### src/rtl/core/hsv_pkg.sv
// shared widths, constants and pipeline types for the rgb to hsv converter
`timescale 1ns / 1ps

package hsv_pkg;

    localparam int CH_W  = 8;   // one color channel
    localparam int HUE_W = 16;  // hue result
    localparam int HQ_W  = 13;  // hue sector term quotient, at most 7680
    localparam int SQ_W  = 8;   // saturation quotient, at most 255
    localparam int HN_W  = 22;  // hue dividend 2*7680*|diff| + delta
    localparam int SN_W  = 17;  // saturation dividend 2*255*delta + max
    localparam int DEN_W = 9;   // doubled 8-bit divisor

    localparam logic [HUE_W-1:0] HUE_GREEN = 16'd15360;  // 120 deg in 1/128 deg
    localparam logic [HUE_W-1:0] HUE_BLUE  = 16'd30720;  // 240 deg
    localparam logic [HUE_W-1:0] HUE_FULL  = 16'd46080;  // 360 deg

    localparam logic [HN_W-1:0] HUE_SCALE2 = 22'd15360;  // 2 * 60 deg * 128
    localparam logic [SN_W-1:0] SAT_SCALE2 = 17'd510;    // 2 * 255

    typedef enum logic [1:0] {
        SEC_RED,
        SEC_GREEN,
        SEC_BLUE
    } sector_t;

    // per-pixel side info that rides along the divider
    typedef struct packed {
        sector_t         sec;
        logic            neg;    // sector difference is negative
        logic            grey;   // max equals min
        logic            black;  // max is zero
        logic [CH_W-1:0] val;
    } tag_t;

    // two restoring dividers working side by side
    typedef struct packed {
        logic [HN_W-1:0]  hrem;
        logic [DEN_W-1:0] hden;
        logic [HQ_W-1:0]  hq;
        logic [SN_W-1:0]  srem;
        logic [DEN_W-1:0] sden;
        logic [SQ_W-1:0]  sq;
    } div_t;

    typedef struct packed {
        tag_t tag;
        div_t div;
    } stage_t;

endpackage

### src/rtl/core/hsv_front.sv
// front stages: max/min and sector pick, then dividend and divisor setup
`timescale 1ns / 1ps

module hsv_front (
    input  logic                     aclk,
    input  logic                     en_a,
    input  logic                     en_b,
    input  logic [hsv_pkg::CH_W-1:0] red_in,
    input  logic [hsv_pkg::CH_W-1:0] green_in,
    input  logic [hsv_pkg::CH_W-1:0] blue_in,
    output hsv_pkg::stage_t          stage_reg
);

    hsv_pkg::tag_t           tag_next;
    hsv_pkg::tag_t           tag_a_reg;
    logic [hsv_pkg::CH_W-1:0] adiff_next;
    logic [hsv_pkg::CH_W-1:0] adiff_a_reg;
    logic [hsv_pkg::CH_W-1:0] delta_next;
    logic [hsv_pkg::CH_W-1:0] delta_a_reg;
    hsv_pkg::stage_t          stage_next;

    logic [hsv_pkg::CH_W-1:0] mx;
    logic [hsv_pkg::CH_W-1:0] mn;
    logic [hsv_pkg::CH_W-1:0] op_a;
    logic [hsv_pkg::CH_W-1:0] op_b;

    always_comb begin
        mx = red_in;
        mn = red_in;
        if (green_in > mx) mx = green_in;
        if (blue_in > mx) mx = blue_in;
        if (green_in < mn) mn = green_in;
        if (blue_in < mn) mn = blue_in;

        // red wins ties over green, green over blue
        if (mx == red_in) begin
            tag_next.sec = hsv_pkg::SEC_RED;
            op_a = green_in;
            op_b = blue_in;
        end else if (mx == green_in) begin
            tag_next.sec = hsv_pkg::SEC_GREEN;
            op_a = blue_in;
            op_b = red_in;
        end else begin
            tag_next.sec = hsv_pkg::SEC_BLUE;
            op_a = red_in;
            op_b = green_in;
        end

        tag_next.neg   = (op_a < op_b);
        tag_next.grey  = (mx == mn);
        tag_next.black = (mx == '0);
        tag_next.val   = mx;
        adiff_next     = tag_next.neg ? (op_b - op_a) : (op_a - op_b);
        delta_next     = mx - mn;
    end

    always_ff @(posedge aclk) begin
        if (en_a) begin
            tag_a_reg   <= tag_next;
            adiff_a_reg <= adiff_next;
            delta_a_reg <= delta_next;
        end
    end

    // round to nearest: floor((2n + d) / (2d))
    always_comb begin
        stage_next.tag      = tag_a_reg;
        stage_next.div.hrem = hsv_pkg::HN_W'(adiff_a_reg) * hsv_pkg::HUE_SCALE2
                            + hsv_pkg::HN_W'(delta_a_reg);
        stage_next.div.hden = {delta_a_reg, 1'b0};
        stage_next.div.hq   = '0;
        stage_next.div.srem = hsv_pkg::SN_W'(delta_a_reg) * hsv_pkg::SAT_SCALE2
                            + hsv_pkg::SN_W'(tag_a_reg.val);
        stage_next.div.sden = {tag_a_reg.val, 1'b0};
        stage_next.div.sq   = '0;
    end

    always_ff @(posedge aclk) begin
        if (en_b) begin
            stage_reg <= stage_next;
        end
    end

endmodule

### src/rtl/core/hsv_div_step.sv
// one divider stage: up to BITS restoring quotient bits for hue and saturation
`timescale 1ns / 1ps

module hsv_div_step #(
    parameter int STEP = 0,
    parameter int BITS = 2
) (
    input  logic            aclk,
    input  logic            en,
    input  hsv_pkg::stage_t stage_in,
    output hsv_pkg::stage_t stage_reg
);

    hsv_pkg::stage_t         stage_next;

    always_comb begin
        int hpos;
        int spos;
        logic [hsv_pkg::HN_W-1:0] hsh;
        logic [hsv_pkg::SN_W-1:0] ssh;

        hsh = '0;
        ssh = '0;
        stage_next = stage_in;
        for (int k = 0; k < BITS; k++) begin
            hpos = hsv_pkg::HQ_W - 1 - STEP * BITS - k;
            spos = hsv_pkg::SQ_W - 1 - STEP * BITS - k;
            if (hpos >= 0) begin
                hsh = hsv_pkg::HN_W'(stage_next.div.hden) << hpos;
                if (stage_next.div.hrem >= hsh) begin
                    stage_next.div.hrem = stage_next.div.hrem - hsh;
                    stage_next.div.hq[hpos[$clog2(hsv_pkg::HQ_W)-1:0]] = 1'b1;
                end
            end
            if (spos >= 0) begin
                ssh = hsv_pkg::SN_W'(stage_next.div.sden) << spos;
                if (stage_next.div.srem >= ssh) begin
                    stage_next.div.srem = stage_next.div.srem - ssh;
                    stage_next.div.sq[spos[$clog2(hsv_pkg::SQ_W)-1:0]] = 1'b1;
                end
            end
        end
    end

    always_ff @(posedge aclk) begin
        if (en) begin
            stage_reg <= stage_next;
        end
    end

endmodule

### src/rtl/core/hsv_finish.sv
// last stage: sector offset, sign, wrap and special cases into output registers
`timescale 1ns / 1ps

module hsv_finish (
    input  logic                      aclk,
    input  logic                      en,
    input  hsv_pkg::stage_t           stage_in,
    output logic [hsv_pkg::HUE_W-1:0] hue_reg,
    output logic [hsv_pkg::CH_W-1:0]  sat_reg,
    output logic [hsv_pkg::CH_W-1:0]  val_reg
);

    logic [hsv_pkg::HUE_W-1:0] term;
    logic [hsv_pkg::HUE_W-1:0] hue_next;
    logic [hsv_pkg::CH_W-1:0]  sat_next;

    always_comb begin
        term = hsv_pkg::HUE_W'(stage_in.div.hq);
        if (stage_in.tag.grey) begin
            hue_next = '0;
        end else begin
            case (stage_in.tag.sec)
                hsv_pkg::SEC_RED: begin
                    // negative red hue wraps, unless it rounded to zero
                    if (stage_in.tag.neg && (term != '0)) hue_next = hsv_pkg::HUE_FULL - term;
                    else hue_next = term;
                end
                hsv_pkg::SEC_GREEN: begin
                    hue_next = stage_in.tag.neg ? (hsv_pkg::HUE_GREEN - term)
                                                : (hsv_pkg::HUE_GREEN + term);
                end
                hsv_pkg::SEC_BLUE: begin
                    hue_next = stage_in.tag.neg ? (hsv_pkg::HUE_BLUE - term)
                                                : (hsv_pkg::HUE_BLUE + term);
                end
                default: hue_next = '0;
            endcase
        end
        sat_next = stage_in.tag.black ? '0 : stage_in.div.sq;
    end

    always_ff @(posedge aclk) begin
        if (en) begin
            hue_reg <= hue_next;
            sat_reg <= sat_next;
            val_reg <= stage_in.tag.val;
        end
    end

endmodule

### src/rtl/core/rgb_to_hsv_pixel_top.sv
// top level of the pipelined rgb to hsv pixel converter
`timescale 1ns / 1ps

// channel   direction  handshake           word
// s_        in         s_valid / s_ready   s_red_in, s_green_in, s_blue_in (8 bit each)
// m_        out        m_valid / m_ready   m_hue_out (16 bit), m_sat_out, m_val_out
//
// one pixel per clock sustained while m_ready stays high; the pipeline depth is set
// by the restoring divider stages of the hue term
// every stage has its own valid bit and loads when it is empty or its word moves on,
// so bubbles are squeezed out and a stall backs up stage by stage
// synchronous active-low reset clears the valid bits only; data registers keep
// garbage until a word lands in them

module rgb_to_hsv_pixel_top #(
    parameter int DIV_BITS = 2  // quotient bits per divider stage, 1 to 13
) (
    input  logic                      aclk,
    input  logic                      aresetn,
    input  logic                      s_valid,
    output logic                      s_ready,
    input  logic [hsv_pkg::CH_W-1:0]  s_red_in,
    input  logic [hsv_pkg::CH_W-1:0]  s_green_in,
    input  logic [hsv_pkg::CH_W-1:0]  s_blue_in,
    output logic                      m_valid,
    input  logic                      m_ready,
    output logic [hsv_pkg::HUE_W-1:0] m_hue_out,
    output logic [hsv_pkg::CH_W-1:0]  m_sat_out,
    output logic [hsv_pkg::CH_W-1:0]  m_val_out
);

    // two front stages, then the divider stages and one finishing stage
    localparam int DIV_STAGES = (hsv_pkg::HQ_W + DIV_BITS - 1) / DIV_BITS;
    localparam int NUM_STAGES = DIV_STAGES + 3;

    logic [NUM_STAGES-1:0] valid_reg;
    logic [NUM_STAGES-1:0] valid_next;
    logic [NUM_STAGES:0]   stage_ready;

    hsv_pkg::stage_t div_pipe [DIV_STAGES+1];

    // a stage may load when it is empty or its word leaves this cycle
    always_comb begin
        stage_ready[NUM_STAGES] = m_ready;
        for (int i = NUM_STAGES - 1; i >= 0; i--) begin
            stage_ready[i] = !valid_reg[i] || stage_ready[i+1];
        end
    end

    always_comb begin
        valid_next[0] = stage_ready[0] ? s_valid : valid_reg[0];
        for (int i = 1; i < NUM_STAGES; i++) begin
            valid_next[i] = stage_ready[i] ? valid_reg[i-1] : valid_reg[i];
        end
    end

    always_ff @(posedge aclk) begin
        if (!aresetn) begin
            valid_reg <= '0;
        end else begin
            valid_reg <= valid_next;
        end
    end

    assign s_ready = stage_ready[0];
    assign m_valid = valid_reg[NUM_STAGES-1];

    // max/min, sector and dividend setup
    hsv_front u_front (
        .aclk      (aclk),
        .en_a      (stage_ready[0]),
        .en_b      (stage_ready[1]),
        .red_in    (s_red_in),
        .green_in  (s_green_in),
        .blue_in   (s_blue_in),
        .stage_reg (div_pipe[0])
    );

    // restoring dividers for hue term and saturation, DIV_BITS bits a stage
    for (genvar j = 0; j < DIV_STAGES; j++) begin : g_div
        hsv_div_step #(
            .STEP (j),
            .BITS (DIV_BITS)
        ) u_step (
            .aclk      (aclk),
            .en        (stage_ready[j+2]),
            .stage_in  (div_pipe[j]),
            .stage_reg (div_pipe[j+1])
        );
    end

    // sector offset, wrap and output registers
    hsv_finish u_finish (
        .aclk     (aclk),
        .en       (stage_ready[NUM_STAGES-1]),
        .stage_in (div_pipe[DIV_STAGES]),
        .hue_reg  (m_hue_out),
        .sat_reg  (m_sat_out),
        .val_reg  (m_val_out)
    );

    // hue never reaches a full turn
    a_hue_range: assert property (@(posedge aclk) disable iff (!aresetn)
        m_valid |-> (m_hue_out < hsv_pkg::HUE_FULL))
        else $error("hue out of range");

    // a black pixel has no saturation and no hue
    a_black: assert property (@(posedge aclk) disable iff (!aresetn)
        (m_valid && (m_val_out == '0)) |-> ((m_sat_out == '0) && (m_hue_out == '0)))
        else $error("black pixel with nonzero hue or saturation");

    // zero saturation only comes from a grey pixel, whose hue is zero
    a_grey: assert property (@(posedge aclk) disable iff (!aresetn)
        (m_valid && (m_sat_out == '0)) |-> (m_hue_out == '0))
        else $error("zero saturation with nonzero hue");

    // an empty first stage always takes a word
    a_ready: assert property (@(posedge aclk) disable iff (!aresetn)
        !valid_reg[0] |-> s_ready)
        else $error("input stalled with empty first stage");

    // reset empties the pipe
    a_reset: assert property (@(posedge aclk)
        !aresetn |=> !m_valid)
        else $error("output valid right after reset");

endmodule
### config.mk
export PLATFORM = sky130hd
export DESIGN_NAME = rgb_to_hsv_pixel_top
export DESIGN_NICKNAME = d
export VERILOG_FILES = /design/src/rtl/core/hsv_pkg.sv /design/src/rtl/core/hsv_front.sv /design/src/rtl/core/hsv_div_step.sv /design/src/rtl/core/hsv_finish.sv /design/src/rtl/core/rgb_to_hsv_pixel_top.sv
export SDC_FILE = /design/constraint.sdc
export NUM_CORES = 1
export LEC_CHECK = 0
export ABC_AREA = 0
export ABC_CLOCK_PERIOD_IN_PS = 16300
export BUFFER_PORTS_ARGS = -buffer_cell sky130_fd_sc_hd__buf_2
export CORE_MARGIN = 2
export CORE_UTILIZATION = 38
export CTS_CLUSTER_DIAMETER = 100
export DETAILED_ROUTE_END_ITERATION = 16
export PLACE_DENSITY = 0.55
export SYNTH_ARGS = -nofsm -noshare
export SYNTH_HDL_FRONTEND = slang
export SYNTH_SLANG_ARGS = --single-unit
### constraint.sdc
create_clock -name aclk -period 16.3 [get_ports aclk]
set_clock_uncertainty 0.05 [all_clocks]
set_input_delay 3.26 -clock aclk [delete_from_list [all_inputs] [get_ports aclk]]
set_output_delay 3.26 -clock aclk [all_outputs]
set_load 0.01 [all_outputs]
==> results of run 1 <==
## how the worst max path moves through the flow
stage | endpoint | slack (ps) | cells after the start
after global placement | u_front.adiff_a_reg[5]$_DFFE_PP_ | 4510 | 31
after CTS | u_front.adiff_a_reg[5]$_DFFE_PP_ | 5010 | 31
after global routing | u_front.adiff_a_reg[5]$_DFFE_PP_ | 4280 | 30
after floorplan | u_front.adiff_a_reg[5]$_DFFE_PP_ | 5880 | 36
final | u_front.adiff_a_reg[5]$_DFFE_PP_ | 5010 | 31
after detailed placement | u_front.adiff_a_reg[5]$_DFFE_PP_ | 4410 | 31
## kinds of logic (layout without fill, tap and decap cells)
group | after synthesis | count (layout)
fa+ha+maj | 344 | 344
mux | 83 | 83
simple gates | 845 | 845
buf+inv | 367 | 490
xor+xnor | 200 | 200
flops | 498 | 498
compound gates | 615 | 615
## cell type report
cell class	instances	area share
multi-input cells	2087	0.439
flip-flops and latches	498	0.421
clock buffers	79	0.0454
well taps	1070	0.0379
inverters	306	0.0326
clock inverters	29	0.0121
repair buffers	76	0.0118
## through the flow
stage	worst slack [ps]	cells	hold slack, ps	util
after global placement	4510	4037	351	0.404
final	5010	4145	360	0.428
after detailed placement	4410	4037	355	0.404
after floorplan	5880	2952	350	-
after global routing	4280	4145	369	0.428
after CTS	5010	4145	355	0.428
## layer usage
layer  share of wire  vias to the layer above  routed length [um]  global-route usage
li1                -                    10780                   -                   -
met1            0.44                    10237               29000               0.187
met2            0.51                      320               33700               0.286
met3           0.034                       98                2280              0.0235
met4           0.024                        0                1570              0.0407
met5               0                        -                   0                   0
## cells in the mapped netlist, types with 5 or more instances
master | number | share of area
or3_1 | 16 | 0.0032
nand4_1 | 35 | 0.0069
a211oi_1 | 13 | 0.0031
o31ai_1 | 32 | 0.0076
dfxtp_1 | 10 | 0.0063
o311ai_0 | 7 | 0.0019
mux2_2 | 43 | 0.015
nor3b_1 | 5 | 0.0012
mux2i_1 | 40 | 0.013
a211o_1 | 5 | 0.0014
a221oi_1 | 13 | 0.0036
o21bai_1 | 20 | 0.0047
nor2b_1 | 67 | 0.013
ha_1 | 279 | 0.11
buf_2 | 7 | 0.0011
and2_1 | 26 | 0.0051
a21o_1 | 44 | 0.010
nor4_1 | 32 | 0.0063
o21ai_0 | 176 | 0.028
nand2_1 | 247 | 0.029
xor2_1 | 70 | 0.019
or2_2 | 5 | 0.00099
fa_1 | 65 | 0.041
nor2_1 | 198 | 0.023
a31oi_1 | 11 | 0.0022
o21a_1 | 28 | 0.0066
or4_1 | 9 | 0.0021
nor3_1 | 40 | 0.0063
nor4b_1 | 6 | 0.0017
inv_1 | 305 | 0.036
nand2b_1 | 54 | 0.011
nand4b_1 | 8 | 0.0022
xnor2_1 | 130 | 0.036
and3_1 | 16 | 0.0032
o31a_1 | 5 | 0.0014
nand3b_1 | 5 | 0.0012
clkbuf_1 | 49 | 0.0058
a21boi_0 | 30 | 0.0071
o21ai_1 | 7 | 0.0011
o211ai_1 | 6 | 0.0014
nand3_1 | 52 | 0.0082
a21oi_1 | 178 | 0.028
edfxtp_1 | 488 | 0.46
==> summary.md, run 1 <==
| Metric | Value |
|---|---|
| Outcome | finished, final reports clean |
| R2R Path End | g_div[4].u_step.stage_reg[69]$_DFFE_PP_ |
| Simple-Gate Fraction of Synth Area | 0.134 |
| Setup TNS | 0 ps |
| Final Net Count | 3,398 |
| Adder-Cell Fraction of Synth Area | 0.151 |
| Slowest-stage cell, CP | a222oi_1 |
| Input/output buffers | 61 |
| Synth Flop Type | edfxtp_1 |
| Initial Utilization | 0.385 |
| Slew Viols, Final | 0 |
| Placement Cell Area | 0.0333 sq mm |
| CTS resizes | 0 |
| Share of layout cells above drive strength 1 | 0.0777 |
| Num rows | around 110 |
| R2R cell count | 22 |
| Vias in the first global route | between 20,000 and 25,000 |
| Die width | 293 um |
| Total gr overflow | 0 |
| Drt initial violations | just under 900 |
| # IOs | 62 |
| Worst path max stage delay | 830 ps |
| Compound-Gate Fraction of Synth Area | 0.119 |
| R2r setup slk | 9550 ps |
| Least-Margin Pin Slew | approximately 1200 ps |
| Via/cell ratio | around 5.2 |
| Total global-route track usage | 0.155 |
| Commonest non-fill, non-tap cells in the layout | 488 x edfxtp_1, 301 x inv_1, 279 x ha_1 |
| Hold_sp | g_div[5].u_step.stage_reg[88]$_DFFE_PP_ |
| Die H | slightly below 300 um |
| Finished Cell Area | 0.0353 sq mm |
| Tcrit/Tclk final | 0.692 |
| Syn avg cell area | 10.7 sq um |
| CTS Buf Count | between 50 and 60 |
| Post-synth EDFFs | 488 |
| Final setup violating endpoints | 0 |
| Initial antenna violation count | 0 |
| Yosys warnings | 0 |
| Seq/Total Area, Yosys | 0.468 |
| Largest delay share family, worst path | compound AO/OA/AOI/OAI gates |
| Multi-input combinational cell area | roughly 0.015 sq mm |
| Register area | 0.0149 sq mm |
| DRT antenna net count | 0 |
| Arr. time, crit path | 11,570 ps |
| Syn Nets | ~3,300 |
| Area delta synth->final | 11.2% |
| Yosys cell types | 87 |
| Largest net degree at the start of global routing | 62 |
| DPL Wire Length | 52,200 um |
| Most common cell after layout, fill and taps aside | edfxtp_1 |
| CP required | 16,580 ps |
| Hold Path Stages | 0 |
| Rel. slew slack | 0.221 |
| Clock sink count | 498 |
| RSZ-0062 raised after global routing | false |
| Root Buffer | clkbuf_16 |
| Die area | 0.0858 sq mm |
| Pre-Repair DR Iteration Count | 5 |
| Clk_lat worst skew | 600 ps |
| Drt total wl | 66,600 um |
| Largest family of logic cells by synthesized area | adder cells |
| Core Area | 0.0824 sq mm |
| Fin crit period | 11,290 ps |
| Hold Fails Final Rpt | 0 |
| Crit path max fanout | 33 |
| Critical Path End Type | flip-flop |
| Fillers | 7,692 |
| Postcts setup bufs | 0 |
| Post-synth ARST share | 0 |
| Xor and xnor fraction of the mapped netlist area | 0.0552 |
| Cell mode on critical path | nand2_1 |
| CTS tree | built |
| Worst-path clk slew | about 60 ps |
| Hold Crit Endpoint | g_div[6].u_step.stage_reg[88]$_DFFE_PP_ |
| Max FFs per register | about 380 |
| Reg-to-Reg Start | g_div[3].u_step.stage_reg[57]$_DFFE_PP_ |
| Syn Std Cell Area | ~0.032 sq mm |
| Antenna cells | 0 |
| Vias | between 20,000 and 25,000 |
| Hold Path Class | reg -> reg |
| Seq cells post-synth | 498 |
| Hold buffer count at cts | 0 |
| Crit. Startpoint | s_red_in[1] |
| F_max | 88.6 MHz |
| WL per Instance | 16.1 um |
| H-tree levels | 2 |
| Placer Congestion | about 0.87 |
| Cell count after synthesis | between 2,000 and 3,000 |
| CP startpoint kind | primary input |
| Critical Setup Path Class | in -> reg |
| First-pass GRT wire length | 109,000 um |
| Multiplexer share of the synthesized area | 0.0279 |
| Max Root-Sink Buffers | 3 |
| CP Buf/Inv Count | 5 |
| Number of maximum-capacitance violations | 0 |
| # DRC | 0 |
Power of run 1 is left out: the tool's default activity adds up to more than one toggle a clock period on the data nets, which glitch-free logic cannot reach.
==> inputs of run 2 (changes only) <==
--- a/config.mk
+++ b/config.mk
@@ -6,7 +6,7 @@
 export NUM_CORES = 1
 export LEC_CHECK = 0
 export ABC_AREA = 0
-export ABC_CLOCK_PERIOD_IN_PS = 16300
+export ABC_CLOCK_PERIOD_IN_PS = 10900
 export BUFFER_PORTS_ARGS = -buffer_cell sky130_fd_sc_hd__buf_2
 export CORE_MARGIN = 2
 export CORE_UTILIZATION = 38
==> constraint.sdc (replaced) <==
create_clock -name aclk -period 10.9 [get_ports aclk]
set_clock_uncertainty 0.05 [all_clocks]
set_input_delay 2.18 -clock aclk [delete_from_list [all_inputs] [get_ports aclk]]
set_output_delay 2.18 -clock aclk [all_outputs]
set_load 0.01 [all_outputs]
==> run 2 against run 1 <==
Setup slack worse by 3900 ps. Cell area hardly changed. Wire length is 0.32% higher. Cell count hardly changed. First-iteration DRC count is 0.91% lower. Hold slack worse by 13 ps. Critical path type unchanged. Largest cell class unchanged.
==> summary.md, run 2 (synthesized netlist as in run 1, its figures left out) <==
| Metric | Value |
|---|---|
| Setup TNS | 0 ps (unchanged) |
| Share of layout cells above drive strength 1 | 0.0774 (-0.000300) |
| Reg-to-Reg Start | g_div[3].u_step.stage_reg[57]$_DFFE_PP_ |
| H-tree levels | 2 (unchanged) |
| Tcrit/Tclk final | 0.902 |
| Total gr overflow | 0 (unchanged) |
| Antenna cells | 0 (unchanged) |
| RSZ-0062 raised after global routing | false |
| Hold_sp | g_div[2].u_step.stage_reg[44]$_DFFE_PP_ |
| Die H | 293 um (unchanged) |
| Rel. slew slack | 0.289 (+0.0684) |
| Worst-path clk slew | 60 ps (about the same) |
| Clk_lat worst skew | 620 ps (+20 ps) |
| Placed cell count | 4,041 (+0.099%) |
| Commonest non-fill, non-tap cells in the layout | 488 x edfxtp_1, 301 x inv_1, 279 x ha_1 |
| R2R cell count | 22 (unchanged) |
| Outcome | finished, final reports clean |
| # DRC | 0 (unchanged) |
| Number of maximum-capacitance violations | 0 (unchanged) |
| Hold buffer count at cts | 0 (unchanged) |
| Postcts setup bufs | 0 (unchanged) |
| Slew Viols, Final | 0 (unchanged) |
| Hold Crit Endpoint | g_div[3].u_step.stage_reg[44]$_DFFE_PP_ |
| Least-Margin Pin Slew | 1060 ps (-99.9 ps) |
| Drt initial violations | 870 (-0.91%) |
| Max Root-Sink Buffers | 3 (unchanged) |
| Core Area | 0.0824 sq mm (unchanged) |
| R2r setup slk | 4070 ps (-5480 ps) |
| CP required | 11,200 ps (-5380 ps) |
| CP startpoint kind | primary input |
| Final Net Count | 3,401 (+0.088%) |
| Critical Setup Path Class | in -> reg |
| Die area | 0.0858 sq mm (unchanged) |
| Total global-route track usage | 0.155 (+0.000441) |
| Hold Fails Final Rpt | 0 (unchanged) |
| CTS Buf Count | 56 (-1.8%) |
| First-pass GRT wire length | 110,000 um (+0.42%) |
| Area delta synth->final | 11.1% (about the same) |
| F_max | 102 MHz |
| CTS tree | built |
| Final setup violating endpoints | 0 (unchanged) |
| Clock sink count | 498 (unchanged) |
| Largest net degree at the start of global routing | 62 (unchanged) |
| Initial Utilization | 0.385 (unchanged) |
| Vias in the first global route | 21,836 (+0.67%) |
| WL per Instance | 16.1 um (+0.34%) |
| Drt total wl | 66,800 um (+0.32%) |
| Most common cell after layout, fill and taps aside | edfxtp_1 |
| Max FFs per register | 378 (unchanged) |
| Initial antenna violation count | 1 (+1) |
| DRT antenna net count | 0 (unchanged) |
| Hold Path Class | reg -> reg |
| DPL Wire Length | 52,500 um (+0.45%) |
| Num rows | 105 (unchanged) |
| CTS resizes | 0 (unchanged) |
| # IOs | 62 (unchanged) |
| Fillers | 7,619 (-0.95%) |
| R2R Path End | g_div[4].u_step.stage_reg[69]$_DFFE_PP_ |
| Critical Path End Type | flip-flop |
| Die width | 293 um (unchanged) |
| Slowest-stage cell, CP | nor4_4 |
| Hold Path Stages | 0 (unchanged) |
| Pre-Repair DR Iteration Count | 5 (unchanged) |
| Worst path max stage delay | 810 ps (-20 ps) |
| Placer Congestion | 0.865 (-0.93%) |
| Via/cell ratio | 5.16 (-0.22%) |
| Input/output buffers | 61 (unchanged) |
| Vias | 21,383 (-0.24%) |
| Root Buffer | clkbuf_16 |
| Non-Filler Instances | 4,144 (-0.024%) |
| Final core occ | 0.428 (about the same) |
| Fin crit period | roughly 9800 ps |
| Crit path max fanout | 24 (-27%) |
| Arr. time, crit path | 10,120 ps (-1450 ps) |
[run 2: cell count changes in the layout (fill, tap and decap cells not counted), moves of 2 or more]
cell       change
clkbuf_1       -7
clkinv_1       +7
clkbuf_8       -5
buf_4          +4
clkinv_2       +3
clkinv_4       -3
clkbuf_16      -2
[run 2: routing by layer]
metal | track usage | wire length, um | up-vias
li1 | - | - | 10748
met1 | 0.191 | 29600 | 10212
met2 | 0.281 | 33200 | 308
met3 | 0.0215 | 2170 | 113
met4 | 0.0474 | 1850 | 2
met5 | 0 | 7 | -
[run 2: through the flow]
step	hold WS (ps)	setup slack [ps]	cell area, sq um
floorplan	350	1560	31700
global placement	350	527	33300
detailed placement	355	418	33300
CTS	350	1080	35200
global route	354	466	35200
finish	348	1070	35200
[run 2: how the worst max path moves through the flow]
stage / slack, ps / start / cells past startpoint / endpoint
6_report: 1070 / s_red_in[1] / 32 / u_front.adiff_a_reg[5]$_DFFE_PP_
5_1_grt: 470 / s_red_in[1] / 32 / u_front.adiff_a_reg[5]$_DFFE_PP_
4_1_cts: 1080 / s_red_in[1] / 32 / u_front.adiff_a_reg[5]$_DFFE_PP_
3_5_place_dp: 420 / s_red_in[1] / 32 / u_front.adiff_a_reg[5]$_DFFE_PP_
3_3_place_gp: 530 / s_red_in[1] / 31 / u_front.adiff_a_reg[5]$_DFFE_PP_
2_1_floorplan: 1560 / s_red_in[7] / 36 / u_front.adiff_a_reg[5]$_DFFE_PP_
[run 2: area by class of cell]
| class | instances | area, sq um | area share |
|---|---|---|---|
| Sequential cell | 498 | 14900 | 0.421 |
| Clock inverter | 38 | 508 | 0.0144 |
| Clock buffer | 65 | 1460 | 0.0413 |
| Inverter | 306 | 1150 | 0.0326 |
| Timing Repair Buffer | 80 | 448 | 0.0127 |
| Multi-Input combinational cell | 2087 | 15500 | 0.440 |
| Tap cell | 1070 | 1340 | 0.0380 |
[run 2: critical path, delay by kind of cell]
kind                     cells  cell delay [ps]
AO/OA/AOI/OAI               13             2750
AND/OR/NAND/NOR              6             1810
buffers and inverters        6             1290
adder cells (fa/ha/maj)      3              970
multiplexers                 3              940
XOR/XNOR                     1              170
Power of run 2 is left out for the same reason.
